**src/rtl/fpack_pkg.sv**
```systemverilog
// Package for the float pack block: format codes, status codes and widths.
package fpack_pkg;

  localparam int unsigned ExpW   = 16;
  localparam int unsigned MantHw = 16;
  localparam int unsigned MantLw = 64;
  localparam int unsigned MantW  = MantHw + MantLw;
  localparam int unsigned PackLw = 64;
  localparam int unsigned PackHw = 16;

  localparam logic [ExpW-1:0] IntBias = 16'h7FFF;
  localparam logic [ExpW-1:0] IntInf  = 16'hFFFF;

  localparam logic [1:0] FmtSingle   = 2'd0;
  localparam logic [1:0] FmtDouble   = 2'd1;
  localparam logic [1:0] FmtExtended = 2'd2;
  localparam logic [1:0] FmtUnknown  = 2'd3;

  localparam logic [1:0] StOk    = 2'd0;
  localparam logic [1:0] StUnder = 2'd1;
  localparam logic [1:0] StOver  = 2'd2;
  localparam logic [1:0] StError = 2'd3;

  typedef struct packed {
    logic [PackLw-1:0] packed_low;
    logic [PackHw-1:0] packed_high;
    logic [1:0]        status;
  } result_t;

endpackage

```
**src/rtl/fpack_core.sv**
```systemverilog
// Combinational pack, round and rebias of one internal float.
module fpack_core (
  input  logic                          sign_bit_i,
  input  logic [fpack_pkg::ExpW-1:0]    biased_exponent_i,
  input  logic [fpack_pkg::MantHw-1:0]  mantissa_high_i,
  input  logic [fpack_pkg::MantLw-1:0]  mantissa_low_i,
  input  logic                          is_exact_zero_i,
  input  logic [1:0]                    target_format_i,
  output fpack_pkg::result_t            result_o
);

  logic [fpack_pkg::MantW-1:0] mant;
  logic [63:0] field, fmask;
  logic        rbit;
  logic [64:0] inc;
  logic        carry;
  logic [16:0] exp_c;
  logic        over_c;
  logic [17:0] exp_r;
  logic [14:0] einf;
  logic [15:0] bias_adj;
  logic        over, under;
  logic [14:0] exp_f;
  logic [63:0] field_f;

  assign mant = {mantissa_high_i, mantissa_low_i};

  always_comb begin
    field    = '0;
    fmask    = '0;
    rbit     = 1'b0;
    einf     = '0;
    bias_adj = '0;
    unique case (target_format_i)
      fpack_pkg::FmtSingle: begin
        field    = {41'd0, mant[78:56]};
        fmask    = {41'd0, {23{1'b1}}};
        rbit     = mant[55];
        einf     = 15'h00FF;
        bias_adj = 16'd32640;
      end
      fpack_pkg::FmtDouble: begin
        field    = {12'd0, mant[78:27]};
        fmask    = {12'd0, {52{1'b1}}};
        rbit     = mant[26];
        einf     = 15'h07FF;
        bias_adj = 16'd31744;
      end
      fpack_pkg::FmtExtended: begin
        field    = mant[79:16];
        fmask    = '1;
        rbit     = mant[15];
        einf     = 15'h7FFF;
        bias_adj = 16'd16384;
      end
      default: ;
    endcase

    inc    = {1'b0, field} + 65'(rbit);
    carry  = rbit && (field == fmask);
    exp_c  = {1'b0, biased_exponent_i};
    over_c = 1'b0;
    if (carry) begin
      if (biased_exponent_i >= 16'hFFFE) over_c = 1'b1;
      else exp_c = exp_c + 17'd1;
    end
    exp_r = {1'b0, exp_c} - {2'b00, bias_adj};
    // carry leaves an all-zero fraction; extended keeps its explicit one
    if (carry) begin
      field_f = (target_format_i == fpack_pkg::FmtExtended) ? 64'h8000_0000_0000_0000 : '0;
    end else begin
      field_f = inc[63:0] & fmask;
    end
    over  = over_c || (!exp_r[17] && exp_r[16:0] >= {2'b00, einf});
    under = !over && (exp_r[17] || exp_r == '0);
    exp_f = exp_r[14:0];
    if (under) begin
      field_f = '0;
      exp_f   = '0;
    end else if (over) begin
      field_f = '0;
      exp_f   = einf;
    end

    result_o = '0;
    unique case (target_format_i)
      fpack_pkg::FmtSingle:
        result_o.packed_low = {32'd0, sign_bit_i, exp_f[7:0], field_f[22:0]};
      fpack_pkg::FmtDouble:
        result_o.packed_low = {sign_bit_i, exp_f[10:0], field_f[51:0]};
      fpack_pkg::FmtExtended: begin
        result_o.packed_low  = field_f;
        result_o.packed_high = {sign_bit_i, exp_f};
      end
      default: ;
    endcase
    if (target_format_i == fpack_pkg::FmtUnknown) result_o.status = fpack_pkg::StError;
    else if (over) result_o.status = fpack_pkg::StOver;
    else if (under) result_o.status = is_exact_zero_i ? fpack_pkg::StOk : fpack_pkg::StUnder;
    else result_o.status = fpack_pkg::StOk;
  end

endmodule

```
**src/rtl/float_pack_to_ieee_format.sv**
```systemverilog
// Top level of the float pack block: input register, pack logic, result register.
// Packs an internal float (sign, 16-bit exponent bias 32767, 80-bit mantissa
// with explicit leading one) into IEEE single, double or 80-bit extended.
// Input channel: in_valid_i / in_stall_o; an item is taken when valid is high
// and stall is low. Output channel: out_valid_o / out_stall_i likewise.
// An item taken sits in the input register; its result is then loaded into
// the result register, where it is shown. Throughput: one item per cycle
// while the receiver does not stall; the pack logic is a single pass
// between the two registers.
// When the receiver stalls, the result register holds its item and the input
// register fills; further items are then stalled, no item is lost.
// Reset clears both valid flags; no item is held after reset.
// Status: 0 ok, 1 underflow, 2 overflow, 3 error (unknown format).
module float_pack_to_ieee_format (
  input  logic                          clk_i,
  input  logic                          rst_ni,
  input  logic                          in_valid_i,
  output logic                          in_stall_o,
  input  logic                          sign_bit_i,
  input  logic [fpack_pkg::ExpW-1:0]    biased_exponent_i,
  input  logic [fpack_pkg::MantHw-1:0]  mantissa_high_i,
  input  logic [fpack_pkg::MantLw-1:0]  mantissa_low_i,
  input  logic                          is_exact_zero_i,
  input  logic [1:0]                    target_format_i,
  output logic                          out_valid_o,
  input  logic                          out_stall_i,
  output logic [fpack_pkg::PackLw-1:0]  packed_low_o,
  output logic [fpack_pkg::PackHw-1:0]  packed_high_o,
  output logic [1:0]                    status_o
);

  logic                         s_valid_q;
  logic                         sign_q, zero_q;
  logic [fpack_pkg::ExpW-1:0]   exp_q;
  logic [fpack_pkg::MantHw-1:0] mh_q;
  logic [fpack_pkg::MantLw-1:0] ml_q;
  logic [1:0]                   fmt_q;
  logic                         r_valid_q;
  fpack_pkg::result_t           res_d, res_q;
  logic                         r_load, s_load;

  assign r_load     = s_valid_q && (!r_valid_q || !out_stall_i);
  assign in_stall_o = s_valid_q && !r_load;
  assign s_load     = in_valid_i && !in_stall_o;

  fpack_core u_core (
    .sign_bit_i        (sign_q),
    .biased_exponent_i (exp_q),
    .mantissa_high_i   (mh_q),
    .mantissa_low_i    (ml_q),
    .is_exact_zero_i   (zero_q),
    .target_format_i   (fmt_q),
    .result_o          (res_d)
  );

  always_ff @(posedge clk_i or negedge rst_ni) begin
    if (!rst_ni) begin
      s_valid_q <= 1'b0;
      r_valid_q <= 1'b0;
    end else begin
      if (s_load) s_valid_q <= 1'b1;
      else if (r_load) s_valid_q <= 1'b0;
      if (r_load) r_valid_q <= 1'b1;
      else if (!out_stall_i) r_valid_q <= 1'b0;
    end
  end

  always_ff @(posedge clk_i) begin
    if (s_load) begin
      sign_q <= sign_bit_i;
      exp_q  <= biased_exponent_i;
      mh_q   <= mantissa_high_i;
      ml_q   <= mantissa_low_i;
      zero_q <= is_exact_zero_i;
      fmt_q  <= target_format_i;
    end
    if (r_load) res_q <= res_d;
  end

  assign out_valid_o   = r_valid_q;
  assign packed_low_o  = res_q.packed_low;
  assign packed_high_o = res_q.packed_high;
  assign status_o      = res_q.status;

  a_stall_needs_full: assert property (@(posedge clk_i) disable iff (!rst_ni)
    in_stall_o |-> (s_valid_q && r_valid_q && out_stall_i))
    else $error("input stalled without a full pipeline");

  a_result_held: assert property (@(posedge clk_i) disable iff (!rst_ni)
    (out_valid_o && out_stall_i) |=> (out_valid_o && $stable(res_q)))
    else $error("stalled result changed");

  a_stage_moves: assert property (@(posedge clk_i) disable iff (!rst_ni)
    (s_valid_q && !in_stall_o) |=> out_valid_o)
    else $error("item lost between stages");

endmodule
```
**config.mk**
```make
export PLATFORM = sky130hd
export DESIGN_NAME = float_pack_to_ieee_format
export DESIGN_NICKNAME = d
export VERILOG_FILES = /design/src/rtl/fpack_pkg.sv /design/src/rtl/fpack_core.sv /design/src/rtl/float_pack_to_ieee_format.sv
export SDC_FILE = /design/constraint.sdc
export NUM_CORES = 1
export LEC_CHECK = 0
export BUFFER_PORTS_ARGS = -buffer_cell sky130_fd_sc_hd__buf_4
export CAP_MARGIN = 20
export CORE_ASPECT_RATIO = 0.5
export CORE_MARGIN = 2
export CORE_UTILIZATION = 55
export DETAILED_ROUTE_END_ITERATION = 6
export PLACE_DENSITY_LB_ADDON = 0.2
export SYNTH_ARGS = -nofsm -noshare
export SYNTH_HDL_FRONTEND = slang
export SYNTH_SLANG_ARGS = --single-unit
```
**constraint.sdc**
```tcl
create_clock -name clk_i -period 7.6 [get_ports clk_i]
set_input_delay 1.14 -clock clk_i [delete_from_list [all_inputs] [get_ports clk_i]]
set_output_delay 1.14 -clock clk_i [all_outputs]
set_load 0.1 [all_outputs]
```
==> Word level (Yosys, flattened, before mapping) <==
Cells that the tools add are included.
Widths: inputs -> output; s select.
{ "totals": {"inputBits": 104, "word_cells": 68, "regBits": 184, "output_inout_bits": 84} }
{ "op_classes": {"order_cmp": 2, "bitwise_logic": 2, "reduce_logical": 20, "eq_ne": 5, "addsub": 3, "mux": 23} }
{ "ops": {"columns": ["cell", "n"], "rows": [
  ["$pmux 64 s3", 3],
  ["$mux 64", 4],
  ["$pmux 15 s3", 2],
  ["$add 64x1->64", 1],
  ["$and 64x64->64", 1],
  ["$eq 64x64->1", 1],
  ["$mux 17", 2],
  ["$logic_not 18->1", 1],
  ["$sub 17x15->18", 1],
  ["$add 16x1->17 const B", 1],
  ["$ge 17x15->1", 1],
  ["$ge 16x16->1 const B", 1],
  ["$mux 15", 1],
  ["$mux 11", 1],
  ["$mux 1", 9],
  ["$logic_and 1x1->1", 6],
  ["$logic_not 1->1", 6],
  ["$eq 2x2->1 const B", 2],
  ["$reduce_or 2->1", 2],
  ["$logic_or 1x1->1", 3],
  ["$pmux 1 s3", 1],
  ["$eq 2x1->1 const B", 1],
  ["$logic_not 2->1", 1],
  ["$ne 2x1->1 const B", 1],
  ["other kinds (2)", 2]
]} }

==> Depth between registers and ports, before layout <==
{ "logic_depth": {"ltp_word": 13, "mapped_depth": 36, "depth_no_buf": 31} }

==> Hierarchy <==
A second synthesis with hierarchy kept.
{ "unflattened": {"hier_cells": 903, "area_unflattened_um2": 10369.9} }
{ "modules_own_cells": {"columns": ["mod", "instances", "seq_area_each_um2", "area_each_um2", "cells_each"], "rows": [
  ["float_pack_to_ieee_format", 1, 5515.3, 5557.8, 190],
  ["fpack_core", 1, 0.0, 4812.1, 713]
]} }

==> Worst setup path before layout <==
Ideal clock, no wire load.
{ "synth_path": {"path_kind": "input to register", "startpoint": "input port out_stall_i", "endpoint": "register res_q, in the netlist packed_high_o[0], enable pin", "path_buffers": 0, "slack_ps": -145, "setup_ps": 647, "required_time_ps": 6953, "cell_stages": 1, "arrival_ps": 7098, "path_cell_list": "a21boi_0"} }
{ "synth_between": {"elab_chain_cells": 3} }
{ "synth_lines": {"columns": ["element", "line_no", "text"], "rows": [
  ["start: declaration", "float_pack_to_ieee_format.sv:26", "input logic out_stall_i,"],
  ["$logic_not 1->1", null, null],
  ["$logic_or 1x1->1", "float_pack_to_ieee_format.sv:42", "assign r_load = s_valid_q && (!r_valid_q || !out_stall_i);"],
  ["$logic_and 1x1->1", "float_pack_to_ieee_format.sv:42", null],
  ["end signal: assignment", "float_pack_to_ieee_format.sv:77", "if (r_load) res_q <= res_d;"],
  ["end: declaration", "float_pack_to_ieee_format.sv:39", "fpack_pkg::result_t res_d, res_q;"]
]} }
No other way between the ends.
A chain may end at the register's enable or synchronous reset.

==> Final worst setup path <==
{ "layout_path": {"startpoint": "register fmt_q[0]", "endpoint": "register res_q, in the netlist packed_high_o[4] (data pin)"} }
{ "layout_between": {"elab_chain_cells": 12, "word_cells_on_any_way": 23, "cone_classes": "add/sub: 1; order compare: 1; eq/ne: 3; mux: 9; reduce/logical: 9"} }
{ "layout_lines": {"columns": ["element", "line_no", "text"], "rows": [
  ["start: declaration", "float_pack_to_ieee_format.sv:37", "logic [1:0] fmt_q;"],
  ["start signal: assignment", "float_pack_to_ieee_format.sv:75", "fmt_q <= target_format_i;"],
  ["$eq 2x2->1 (tied with other cells)", "fpack_core.sv:34, fpack_core.sv:86", null],
  ["$pmux 64 s3", "fpack_core.sv:34", "unique case (target_format_i)"],
  ["$eq 64x64->1", "fpack_core.sv:60", "carry = rbit && (field == fmask);"],
  ["$logic_and 1x1->1", "fpack_core.sv:60", null],
  ["$mux 17", "fpack_core.sv:63", "if (carry) begin"],
  ["$sub 17x15->18", "fpack_core.sv:67", "exp_r = {1'b0, exp_c} - {2'b00, bias_adj};"],
  ["$ge 17x15->1 or $logic_not 1->1 (tied branches)", "fpack_core.sv:74", "over = over_c || (!exp_r[17] && exp_r[16:0] >= {2'b00, einf});"],
  ["$logic_and 1x1->1", "fpack_core.sv:74", null],
  ["$logic_or 1x1->1", "fpack_core.sv:74", null],
  ["$logic_not 1->1", "fpack_core.sv:75", "under = !over && (exp_r[17] || exp_r == '0);"],
  ["$logic_and 1x1->1", "fpack_core.sv:75", null],
  ["$mux 11", "fpack_core.sv:77", "if (under) begin"]
]} }
Parallel ways exist; a longest one is shown, timed or not.

==> impl_metrics.tcl <==
set metrics [dict create \
    fillers 1180 \
    grt-busiest-layer "met2" \
    regArea_sq_um 5060 \
    placed_area_sq_um 11600 \
    worst_slew_pin_slew_ns 1.08 \
    final_util 0.737 \
    postRouteAntennaNets 0 \
    grt_usage 0.327 \
    clkPwrFrac 0.312 \
    multiInputGateArea_sq_um 4170 \
    antenna_cells 0 \
    worstPathArrival_ns 7.51 \
    hold_viol_final 0 \
    design_area_sq_um 12300 \
    instances_no_fill 1370 \
    critPathLaunchType "flip-flop" \
    ys_types 64 \
    cp_slowest_cell "or4_1" \
    yosysSeqAreaShare 0.531 \
    dp_cells 1331 \
    dp_hpwl_um 22000 \
    p_sw_mw 1.05 \
    crit_top_cell "buf_4" \
    viasPerCell 6.25 \
    core_sq_um 16700 \
    ys_async_sr_fraction 0.0118 \
    die_w_um 190 \
    fin_crit_ns 7.33 \
    drt_iter0_markers 1147 \
    cts_buffers 17 \
    clock_tree.buffer_depth 2 \
    finalPower_mw 2.87 \
    wire_per_inst_um 21.8 \
    status "finished, violations left" \
    grt_util_met1 0.440 \
    syn-cell-area_sq_um 9540 \
    synth_nets 1025 \
    synth_edf_count 167 \
    slew_viol_final 0 \
    die_area_sq_um 18500 \
    pwr-share-seq 0.408 \
    fmax_ghz 0.136 \
    drive_gt1_frac 0.285 \
    netlist.area_leader.share 0.526 \
    clockRootBuffer "clkbuf_16" \
    synthFlopType "edfxtp_1" \
    r2r_start "fmt_q[0]" \
    rsz0062_at_grt "false" \
    htree_levels 4 \
    power.leakage_nw 4.66 \
    yosysMostFrequentCell "edfxtp_1" \
    syn_area_per_cell_sq_um 10.7 \
    remaining_drc_errors 1 \
    firstDrtPassIters 7 \
    pwr-share-comb 0.280 \
    fin_hold_ws_ns 0.466 \
    synth.area.top_cells "edfxtp_1 53%, xnor2_1 4.6%, nor2_1 4.2%, ha_1 3.7%, a222oi_1 2.6%" \
    r2r_slack_ns 0.27 \
    finalWorstSetupSlack_ns 0.273 \
    ys_ff_latch 169 \
    setup_viol 0 \
    yosys-top-cells-count "167 x edfxtp_1, 106 x nor2_1, 60 x nand2_1" \
    slew_headroom 0.281 \
    cts_sinks 169 \
    hold_path.class "input pin to async pin" \
    start_util 0.572 \
    power.density_nw_per_um2 234 \
    grt_max_degree 81 \
    io-pin-count 188 \
    finalCritPeriodShare 0.964 \
    routabilityCongestion 1.01 \
    swShare 0.364 \
    grt-ovfl-total 0 \
    cts_tree "built" \
    worstSkewPairLatency_ns 0.44 \
    die_h_um 97.1 \
    drv_cap 0 \
    cpPeakStageDelay_ns 0.59 \
    ir_drop_uv 169 \
    cp-startpoint "fmt_q[0]" \
    fin_worst_skew_ns 0.0114 \
    pre_cts_ws_ns 0.156 \
    core.rowCount 33 \
    syn_to_final_growth_pct 28.9 \
    gr-usage-met3 0.0711 \
    grt_pass1_wl_um 45800 \
    wl_um 29900 \
    yosysWarnings 0 \
    fin_nets 1263 \
    syn-instance-count 892 \
    vias 8556 \
    violations "DRC" \
    antenna_found_initial 0 \
    path_class "flip-flop to flip-flop" \
    clk_pin_slew_ns 0.07 \
    cp.required_ns 7.79 \
    cp_max_fo 12 \
    cp-end-kind "flip-flop" \
    port_buffers 172 \
    final.setup.tns_ns 0 \
    yosysTopAreaCell "edfxtp_1" \
    postCtsHoldBufs 0 \
    grt_use_met2 0.536 \
    grt_pass1_vias 8254 \
    p_int_mw 1.83 \
]
-- cells by family (layout without fill, tap and decap cells) --
logic type,after synthesis,count (layout),share of synthesized area
simple gates,349,349,0.184
flops,169,169,0.531
fa+ha+maj,29,29,0.0388
xor+xnor,77,77,0.0707
compound gates,179,179,0.134
mux,2,2,0.00210
buf+inv,87,338,0.0398
-- metal layers --
| metal | routed length (um) | share of wire |
|---|---|---|
| met5 | 0 | 0 |
| met1 | 12100 | 0.40 |
| met3 | 3010 | 0.10 |
| met4 | 809 | 0.027 |
| met2 | 14000 | 0.47 |
-- cell type report --
cell class                 count  share of cell area
clock buffer                  17              0.0346
clock inverter                15              0.0147
inverter                      38              0.0116
multi-input combinational    636               0.339
sequential                   169               0.412
tap                          227              0.0231
timing repair buffer         268               0.165
-- worst paths after layout --
kind,end,cells after the start
max,packed_high_o[4],29
min,out_valid_o,1
max reg2reg,packed_high_o[4],29
min reg2reg,out_valid_o,1
max in group asynchronous,s_valid_q,1
min in group clk_i,out_valid_o,1
-- cell usage in the layout (no fill, tap or decap), types with 4 or more instances in the layout --
master       n
nand2_1     60
ha_1        24
a22oi_1     32
nand3_1     40
a41oi_1      4
nand2b_1     9
a21oi_1     27
xor2_1      27
edfxtp_1   167
inv_8        6
and2_1       5
nor4_2       4
and3_1       8
o22ai_1     19
o211ai_1     4
nand4_1     17
nor3_1      33
nor3b_1      5
or3_1       10
nor4_1      15
buf_4      267
or4_1        4
inv_1       36
nor2b_1      9
xnor2_1     50
nor2_1     106
nand3b_1     4
a222oi_1    25
clkbuf_16   17
o21ai_0     29
a31oi_1      4
-- flip-flops by register name, indices dropped and copies added (netlist names) --
name	cells
packed_low_o	64
ml_q	49
exp_q	16
mh_q	16
packed_high_o	16
fmt_q	2
status_o	2
out_valid_o	1
s_valid_q	1
sign_q	1
zero_q	1
-- power groups by stage --
stage               clock, mW  sequential, mW  combinational, mW
CTS                     0.905            1.17              0.786
global route            0.939            1.18              0.848
floorplan                   0            1.45              0.269
finish                  0.897            1.17              0.804
global placement            0            1.18              0.768
detailed placement          0            1.19              0.780
-- repair_timing --
action / in CTS / in global routing
endpoints found under the setup margin: 2 / 81
setup buffers: 0 / 7
gates resized for setup: 1 / 11
pin swaps: 0 / 7
-- critical path: cells and delay by family (launching register included) --
family | cells | cell delay [ns]
compound gates | 6 | 1.05
fa+ha+maj | 2 | 0.69
simple gates | 12 | 3.30
buf+inv | 8 | 1.33
xor+xnor | 1 | 0.24
flops | 1 | 0.45
Note: power is estimated with default switching activity, not from simulation.
